`src/hw/rtl/assert_macros.svh`:
```
// Assertion macros for the RTL files of the translator.
`ifndef ASSERT_MACROS_SVH
`define ASSERT_MACROS_SVH

// Checks a property at every rising clock edge outside reset.
`define ASSERT_CLK(name, prop) \
  name: assert property (@(posedge clk_i) disable iff (!rst_ni) prop) \
    else $error("assertion failed");

// Checks a property at every rising clock edge, reset included.
`define ASSERT_ALWAYS(name, prop) \
  name: assert property (@(posedge clk_i) prop) \
    else $error("assertion failed");

`endif

```
`src/hw/rtl/tlbpt_pkg.sv`:
```
// Package with the fixed field widths of the address translator.
package tlbpt_pkg;

  localparam int unsigned VA_W         = 16;
  localparam int unsigned PA_W         = 15;
  localparam int unsigned FILL_PAGE_W  = 8;
  localparam int unsigned FILL_FRAME_W = 7;

endpackage

```
`src/hw/rtl/tlbpt_ram.sv`:
```
// Generic single-port-write, single-port-read RAM with registered read data.
module tlbpt_ram #(
  parameter int unsigned WIDTH = 8,
  parameter int unsigned DEPTH = 16
) (
  input  logic                                  clk_i,
  input  logic                                  we_i,
  input  logic [(DEPTH > 1 ? $clog2(DEPTH) : 1)-1:0] waddr_i,
  input  logic [WIDTH-1:0]                      wdata_i,
  input  logic [(DEPTH > 1 ? $clog2(DEPTH) : 1)-1:0] raddr_i,
  output logic [WIDTH-1:0]                      rdata_o
);

  logic [WIDTH-1:0] mem_q [DEPTH];
  logic [WIDTH-1:0] rdata_q;

  always_ff @(posedge clk_i) begin
    if (we_i) begin
      mem_q[waddr_i] <= wdata_i;
    end
    rdata_q <= mem_q[raddr_i];
  end

  assign rdata_o = rdata_q;

endmodule

```
`src/hw/rtl/tlb_page_table_translator_unit.sv`:
```
// Top level of the virtual-to-physical address translator with a FIFO-refilled TLB.
//
// The input channel carries one virtual address per beat; the output channel
// returns one result beat per address with the physical address, a TLB hit
// flag, a page fault flag and the page and frame to load on a fault.
// Both channels use valid and stall; a beat moves when valid is high and
// stall is low. The block holds one address at a time and raises in_stall_o
// from the cycle after it takes a beat until it returns to idle.
// A TLB hit steps through lookup, select, TLB frame read and done; a page
// table hit or a fault that takes a free frame through lookup, select,
// update and done; a fault that replaces a frame adds an evict step before
// update. When PAGE_COUNT is not a power of two, a reciprocal multiply, a
// multiply-back subtract and one correcting subtract first reduce the page
// number. The steps follow the serial registered RAM reads and writes.
// The result waits in an output register while out_stall_i is high; the
// sequencer does not leave its final step until that register is free.
// After reset the page table is cleared by a pass over all PAGE_COUNT
// entries, during which no input beat is taken.
`include "assert_macros.svh"

module tlb_page_table_translator_unit
  import tlbpt_pkg::*;
#(
  parameter int unsigned TLB_ENTRIES  = 16,
  parameter int unsigned PAGE_COUNT   = 256,
  parameter int unsigned FRAME_COUNT  = 128,
  parameter int unsigned OFFSET_WIDTH = 8
) (
  input  logic                    clk_i,
  input  logic                    rst_ni,
  input  logic                    in_valid_i,
  output logic                    in_stall_o,
  input  logic [VA_W-1:0]         virtual_address_i,
  output logic                    out_valid_o,
  input  logic                    out_stall_i,
  output logic [PA_W-1:0]         phys_addr_o,
  output logic                    tlb_hit_o,
  output logic                    page_fault_o,
  output logic [FILL_PAGE_W-1:0]  fill_page_o,
  output logic [FILL_FRAME_W-1:0] fill_frame_o
);

  localparam int unsigned RAW_W     = VA_W - OFFSET_WIDTH;
  localparam int unsigned REM_W     = (RAW_W > 0) ? RAW_W : 1;
  localparam int unsigned PW        = $clog2(PAGE_COUNT);
  localparam int unsigned FW        = $clog2(FRAME_COUNT);
  localparam int unsigned TW        = (TLB_ENTRIES > 1) ? $clog2(TLB_ENTRIES) : 1;
  localparam int unsigned CW        = $clog2(FRAME_COUNT + 1);
  localparam int unsigned DV_W      = REM_W + PW + 1;
  localparam int unsigned SW        = 2;
  localparam int unsigned RS        = REM_W + PW;
  localparam int unsigned RM        = (32'd1 << RS) / PAGE_COUNT;
  localparam int unsigned PR_W      = 2 * REM_W + 1;
  localparam bit          PAGE_POW2 = ((PAGE_COUNT & (PAGE_COUNT - 1)) == 0);

  localparam logic [SW-1:0] RED_MUL = 2'd0;
  localparam logic [SW-1:0] RED_SUB = 2'd1;

  typedef enum logic [3:0] {
    ST_CLEAR,
    ST_IDLE,
    ST_REDUCE,
    ST_LOOKUP,
    ST_SELECT,
    ST_EVICT,
    ST_UPDATE,
    ST_HITRD,
    ST_DONE
  } state_e;

  state_e                  state_q;
  logic [PW-1:0]           clr_q;
  logic [OFFSET_WIDTH-1:0] off_q;
  logic [REM_W-1:0]        rem_q;
  logic [SW-1:0]           step_q;
  logic [PR_W-1:0]         prod_q;
  logic [PW-1:0]           tag_q [TLB_ENTRIES];
  logic [TLB_ENTRIES-1:0]  tvalid_q;
  logic [TLB_ENTRIES-1:0]  match_q;
  logic [TW-1:0]           tfp_q;
  logic [FW-1:0]           ffp_q;
  logic [CW-1:0]           free_q;
  logic [FW-1:0]           frame_q;
  logic                    hit_q;
  logic                    fault_q;
  logic                    out_valid_q;
  logic [PA_W-1:0]         pa_q;
  logic                    out_hit_q;
  logic                    out_fault_q;
  logic [FILL_PAGE_W-1:0]  fpage_q;
  logic [FILL_FRAME_W-1:0] fframe_q;

  logic [REM_W-1:0]        raw_w;
  logic [REM_W-1:0]        quot_w;
  logic [DV_W-1:0]         dv_w;
  logic [DV_W-1:0]         rem_ext_w;
  logic                    sub_ok_w;
  logic [PW-1:0]           page_w;
  logic [PW-1:0]           old_page_w;
  logic [PW-1:0]           key_w;
  logic [TLB_ENTRIES-1:0]  match_w;
  logic [TW-1:0]           hit_idx_w;
  logic                    any_hit_w;
  logic                    out_free_w;

  logic                    pm_we;
  logic [PW-1:0]           pm_waddr;
  logic [FW:0]             pm_wdata;
  logic [FW:0]             pm_rdata;
  logic                    own_we;
  logic [PW-1:0]           own_rdata;
  logic                    tf_we;
  logic [FW-1:0]           tf_rdata;

  assign raw_w      = REM_W'({1'b0, virtual_address_i} >> OFFSET_WIDTH);
  assign quot_w     = REM_W'(prod_q >> RS);
  assign rem_ext_w  = DV_W'(rem_q);
  assign dv_w       = DV_W'(PAGE_COUNT);
  assign sub_ok_w   = (rem_ext_w >= dv_w);
  assign page_w     = PW'(rem_q);
  assign old_page_w = own_rdata;
  assign key_w      = (state_q == ST_EVICT) ? old_page_w : page_w;
  assign any_hit_w  = |match_q;
  assign out_free_w = !out_valid_q || !out_stall_i;

  always_comb begin
    for (int i = 0; i < TLB_ENTRIES; i++) begin
      match_w[i] = tvalid_q[i] && (tag_q[i] == key_w);
    end
  end

  always_comb begin
    hit_idx_w = '0;
    for (int i = TLB_ENTRIES - 1; i >= 0; i--) begin
      if (match_q[i]) begin
        hit_idx_w = TW'(i);
      end
    end
  end

  always_comb begin
    pm_we    = 1'b0;
    pm_waddr = page_w;
    pm_wdata = {1'b1, frame_q};
    priority if (state_q == ST_CLEAR) begin
      pm_we    = 1'b1;
      pm_waddr = clr_q;
      pm_wdata = '0;
    end else if (state_q == ST_EVICT) begin
      pm_we    = 1'b1;
      pm_waddr = old_page_w;
      pm_wdata = '0;
    end else if (state_q == ST_UPDATE && fault_q) begin
      pm_we = 1'b1;
    end
  end

  assign own_we = (state_q == ST_UPDATE) && fault_q;
  assign tf_we  = (state_q == ST_UPDATE);

  tlbpt_ram #(
    .WIDTH (FW + 1),
    .DEPTH (PAGE_COUNT)
  ) u_page_map (
    .clk_i   (clk_i),
    .we_i    (pm_we),
    .waddr_i (pm_waddr),
    .wdata_i (pm_wdata),
    .raddr_i (page_w),
    .rdata_o (pm_rdata)
  );

  tlbpt_ram #(
    .WIDTH (PW),
    .DEPTH (FRAME_COUNT)
  ) u_frame_owner (
    .clk_i   (clk_i),
    .we_i    (own_we),
    .waddr_i (ffp_q),
    .wdata_i (page_w),
    .raddr_i (ffp_q),
    .rdata_o (own_rdata)
  );

  tlbpt_ram #(
    .WIDTH (FW),
    .DEPTH (TLB_ENTRIES)
  ) u_tlb_frame (
    .clk_i   (clk_i),
    .we_i    (tf_we),
    .waddr_i (tfp_q),
    .wdata_i (frame_q),
    .raddr_i (hit_idx_w),
    .rdata_o (tf_rdata)
  );

  always_ff @(posedge clk_i or negedge rst_ni) begin
    if (!rst_ni) begin
      state_q     <= ST_CLEAR;
      clr_q       <= '0;
      tvalid_q    <= '0;
      tfp_q       <= '0;
      ffp_q       <= '0;
      free_q      <= CW'(FRAME_COUNT);
      out_valid_q <= 1'b0;
    end else begin
      if (state_q == ST_DONE && out_free_w) begin
        out_valid_q <= 1'b1;
      end else if (!out_stall_i) begin
        out_valid_q <= 1'b0;
      end
      unique case (state_q)
        ST_CLEAR: begin
          if (clr_q == PW'(PAGE_COUNT - 1)) begin
            state_q <= ST_IDLE;
          end else begin
            clr_q <= clr_q + 1'b1;
          end
        end
        ST_IDLE: begin
          if (in_valid_i) begin
            off_q   <= virtual_address_i[OFFSET_WIDTH-1:0];
            rem_q   <= raw_w;
            step_q  <= RED_MUL;
            hit_q   <= 1'b0;
            fault_q <= 1'b0;
            state_q <= PAGE_POW2 ? ST_LOOKUP : ST_REDUCE;
          end
        end
        ST_REDUCE: begin
          if (step_q == RED_MUL) begin
            prod_q <= PR_W'(rem_q) * PR_W'(RM);
            step_q <= RED_SUB;
          end else if (step_q == RED_SUB) begin
            rem_q  <= rem_q - quot_w * REM_W'(PAGE_COUNT);
            step_q <= step_q + 1'b1;
          end else begin
            if (sub_ok_w) begin
              rem_q <= REM_W'(rem_ext_w - dv_w);
            end
            state_q <= ST_LOOKUP;
          end
        end
        ST_LOOKUP: begin
          match_q <= match_w;
          state_q <= ST_SELECT;
        end
        ST_SELECT: begin
          if (any_hit_w) begin
            hit_q   <= 1'b1;
            state_q <= ST_HITRD;
          end else if (pm_rdata[FW]) begin
            frame_q <= pm_rdata[FW-1:0];
            state_q <= ST_UPDATE;
          end else begin
            fault_q <= 1'b1;
            frame_q <= ffp_q;
            if (free_q != '0) begin
              free_q  <= free_q - 1'b1;
              state_q <= ST_UPDATE;
            end else begin
              state_q <= ST_EVICT;
            end
          end
        end
        ST_EVICT: begin
          tvalid_q <= tvalid_q & ~match_w;
          state_q  <= ST_UPDATE;
        end
        ST_UPDATE: begin
          tvalid_q[tfp_q] <= 1'b1;
          tag_q[tfp_q]    <= page_w;
          tfp_q           <= (tfp_q == TW'(TLB_ENTRIES - 1)) ? '0 : tfp_q + 1'b1;
          if (fault_q) begin
            ffp_q <= (ffp_q == FW'(FRAME_COUNT - 1)) ? '0 : ffp_q + 1'b1;
          end
          state_q <= ST_DONE;
        end
        ST_HITRD: begin
          frame_q <= tf_rdata;
          state_q <= ST_DONE;
        end
        ST_DONE: begin
          if (out_free_w) begin
            pa_q        <= PA_W'({frame_q, off_q});
            out_hit_q   <= hit_q;
            out_fault_q <= fault_q;
            fpage_q     <= fault_q ? FILL_PAGE_W'(page_w) : '0;
            fframe_q    <= fault_q ? FILL_FRAME_W'(frame_q) : '0;
            state_q     <= ST_IDLE;
          end
        end
        default: begin
          state_q <= ST_IDLE;
        end
      endcase
    end
  end

  assign in_stall_o   = (state_q != ST_IDLE);
  assign out_valid_o  = out_valid_q;
  assign phys_addr_o  = pa_q;
  assign tlb_hit_o    = out_hit_q;
  assign page_fault_o = out_fault_q;
  assign fill_page_o  = fpage_q;
  assign fill_frame_o = fframe_q;

  `ASSERT_CLK(a_hit_excludes_fault, out_valid_o |-> !(tlb_hit_o && page_fault_o))
  `ASSERT_CLK(a_tlb_tags_unique, (state_q == ST_SELECT) |-> $onehot0(match_q))
  `ASSERT_ALWAYS(a_free_in_range, free_q <= CW'(FRAME_COUNT))
  `ASSERT_CLK(a_accept_leaves_idle, (in_valid_i && !in_stall_o) |=> (state_q != ST_IDLE))

endmodule
```
`config.mk`:
```
export PLATFORM = sky130hd
export DESIGN_NAME = tlb_page_table_translator_unit
export DESIGN_NICKNAME = d
export VERILOG_FILES = /design/src/hw/rtl/tlbpt_pkg.sv /design/src/hw/rtl/tlbpt_ram.sv /design/src/hw/rtl/tlb_page_table_translator_unit.sv
export VERILOG_INCLUDE_DIRS = /design/src /design/src/hw/rtl
export SDC_FILE = /design/constraint.sdc
export NUM_CORES = 2
export LEC_CHECK = 0
export ABC_AREA = 0
export BUFFER_PORTS_ARGS = -buffer_cell sky130_fd_sc_hd__buf_2
export CORE_MARGIN = 5
export CORE_UTILIZATION = 55
export CTS_CLUSTER_DIAMETER = 40
export DETAILED_ROUTE_END_ITERATION = 12
export MAX_ROUTING_LAYER = met4
export PLACE_DENSITY = 0.68
export SYNTH_ARGS = -nofsm -noshare
export SYNTH_HDL_FRONTEND = slang
export SYNTH_HIERARCHICAL = 1
export SYNTH_SLANG_ARGS = --single-unit
```
`constraint.sdc`:
```
create_clock -name clk_i -period 23.7 [get_ports clk_i]
set_input_delay 2.37 -clock clk_i [delete_from_list [all_inputs] [get_ports clk_i]]
set_output_delay 2.37 -clock clk_i [all_outputs]
set_load 0.1 [all_outputs]
```
==> impl_metrics.toml <==
[cts]
cts_max_level = 5
cts_buffer_depth = 4
holdBufCountCts = 0
cts_tree = "yes"
post_cts_buffers = 0
clockRootBuffer = "clkbuf_16"
cts_sinks = 3458
path_clk_slew_ps = 50
cts_made_buffers = 448
clk_latency_ps = 980
post_cts_resized = 0

[worst_hold_path]
hold_class = "flop to flop"

[die]
die_h_um = 507
initial_core_util = 0.553
core_um2 = 246000
die_w_um = 507
die-area_um2 = 257000
io_pins = 54
num_rows = 182

[power]
p_leak_nw = 48.4
power_mw = 16.8
power_density_nw_per_um2 = 108
vdd_drop_max_mv = 0.125

[synthesis]
yosys.cell_count.top_type = "edfxtp_1"
netlist_area_um2 = 136000
synth_cell_types = 82
synth_edf_count = 3387
synth-seq-cells = 3458
ys.flop_type = "edfxtp_1"
async_flop_share = 0.0139
yosys.area.top_type_share = 0.748
syn_area_per_cell_um2 = 20.7
synthTopCellsByCount = "edfxtp_1, mux4_2, nor2_1"
syn-num-nets = 6591
synth_area_leader_cell = "edfxtp_1"
synthCells = 6562
yosysSeqAreaShare = 0.760
yosys_warnings = 6
ys_top_cells_by_area = "edfxtp_1, mux4_2, nor2_1"

[timing]
fin_crit_sh = 0.233
fin_crit_ps = 5520
fin_setup_tns_ps = 0
setup_violations = 0
slew_violations = 0
rsz0062_at_grt = "false"
fin_ws_ps = 18180
clock_skew_ps = 74.6
max_freq_mhz = 181
tightest_slew_ps = 1340
slew_headroom = 0.105
hold_violations = 0

[route]
via_count = 68400
antenna_left = 0
routedWlPerCell_um = 31.2
route.detailed.drc = 0
first_pass_iters = 6
drtIter0Drc = 9232
viasPerCell = 6.57
drt_wl_total_um = 325000

[setup_path]
cp_max_fo = 46
ff2ff_setup_slack_ps = 18180
critPathLaunchType = "flop"
critical_path_class = "flop to flop"
arrival_ps = 6070
crit_path_end_kind = "flop"
cp.required_ps = 24250

[placement]
gp_congestion = 0.875
numPortBuffers = 53
placed_cells = 9601
post-dp-hpwl_um = 193000
pre_cts_slack_ps = 18160

[cells_and_area]
area_growth_pct = 13.9
stdcell_count = 10400
finalNetCount = 6860
layout-drive-gt1-share = 0.252

[global_routing]
antenna_found_initial = 8
grt_pass1_wl_um = 476000
grt_pass1_vias = 68100
grt_use_total = 0.260
grt_overflow = 0
grt_max_degree = 209

[outcome]
status = "complete, no violations"

[run]
maxCapViolations = 0
## sequential cells by signal (all words and copies together), names as in the netlist, 8 cells and up
register and flops:
u_page_map/mem_q 2048, u_frame_owner/mem_q 1024, tag_q 128, u_tlb_frame/mem_q 112, match_q 16, tvalid_q 16, phys_addr_o 15, clr_q 8
fill_page_o 8, free_q 8, off_q 8, page_w 8, u_frame_owner/rdata_o 8, u_page_map/rdata_o 8
## per-stage QoR
| step | hold slack [ps] | area, um^2 | utilization |
|---|---|---|---|
| after detailed placement | 405 | 140000 | 0.567 |
| after CTS | 418 | 155000 | 0.630 |
| after global placement | 400 | 140000 | 0.567 |
| after floorplan | 400 | 136000 | - |
| after global routing | 428 | 155000 | 0.630 |
| final | 414 | 155000 | 0.630 |
## cells in the final DEF, fill, tap and decap left out, types with 43 or more instances in the layout
master,Yosys,routed
a21oi_1,159,159
a22oi_1,157,157
buf_2,64,53
buf_4,38,137
bufinv_16,0,63
clkbuf_16,0,450
clkinv_2,0,54
clkinvlp_4,0,62
edfxtp_1,3387,3387
inv_6,0,53
mux2i_1,148,148
mux4_2,801,801
nand2_1,97,96
nand3_1,77,77
nor2_1,470,465
nor2b_1,46,43
nor3_1,49,49
o221ai_1,58,58
o22ai_1,53,53
xnor2_1,103,103
xor2_1,74,74
## path summary, 6_finish.rpt
| check | from | to | cells past startpoint |
|---|---|---|---|
| min in group asynchronous | rst_ni | tvalid_q[4] | 2 |
| hold / removal | off_q[3] | phys_addr_o[3] | 0 |
| max in group asynchronous | rst_ni | ffp_q[0] | 2 |
| setup / recovery | state_q[0] | u_page_map/mem_q[201][2] | 7 |
| setup reg to reg | state_q[0] | u_page_map/mem_q[201][2] | 7 |
| hold reg to reg | off_q[3] | phys_addr_o[3] | 0 |
## critical path, stage by stage (launching register included)
cell and delay [ps]:
dfrtp_1 660, and4bb_2 290, buf_4 540, mux2i_1 730, a21oi_1 510, nor2_1 460
nand4_1 840, nor2_1 1040
## area by class of cell
| class | instances | area (um^2) |
|---|---|---|
| Sequential cell | 3458 | 103000 |
| Timing Repair Buffer | 200 | 1490 |
| Fill cell | 16400 | 91100 |
| Inverter | 33 | 124 |
| Tap cell | 3220 | 4030 |
| Clock buffer | 492 | 11500 |
| Clock inverter | 324 | 3830 |
| Multi-Input combinational cell | 2690 | 30500 |
| Antenna cell | 6 | 15.0 |
## power breakdown
group | internal, mW | switching (mW)
clock | 4.22 | 2.61
combinational | 0.786 | 1.72
sequential | 7.32 | 0.117
## logic make-up (layout without fill, tap and decap cells)
group | count (synthesis) | in the layout | share of synthesized area
fa+ha+maj | 9 | 9 | 0.000828
other cells | 0 | 6 | 0
mux | 980 | 980 | 0.148
flops | 3458 | 3458 | 0.760
xor+xnor | 177 | 177 | 0.0114
simple gates | 922 | 922 | 0.0317
compound gates | 602 | 602 | 0.0310
buf+inv | 414 | 1049 | 0.0166
## routing by layer
metal	up-vias	global-route usage	wire (um)
met5	-	-	0
met4	0	0.0782	10300
met3	633	0.0466	29800
met2	3557	0.393	155000
met1	36300	0.369	130000
li1	28000	-	-
No activity file was read; power rests on OpenSTA's default activity.
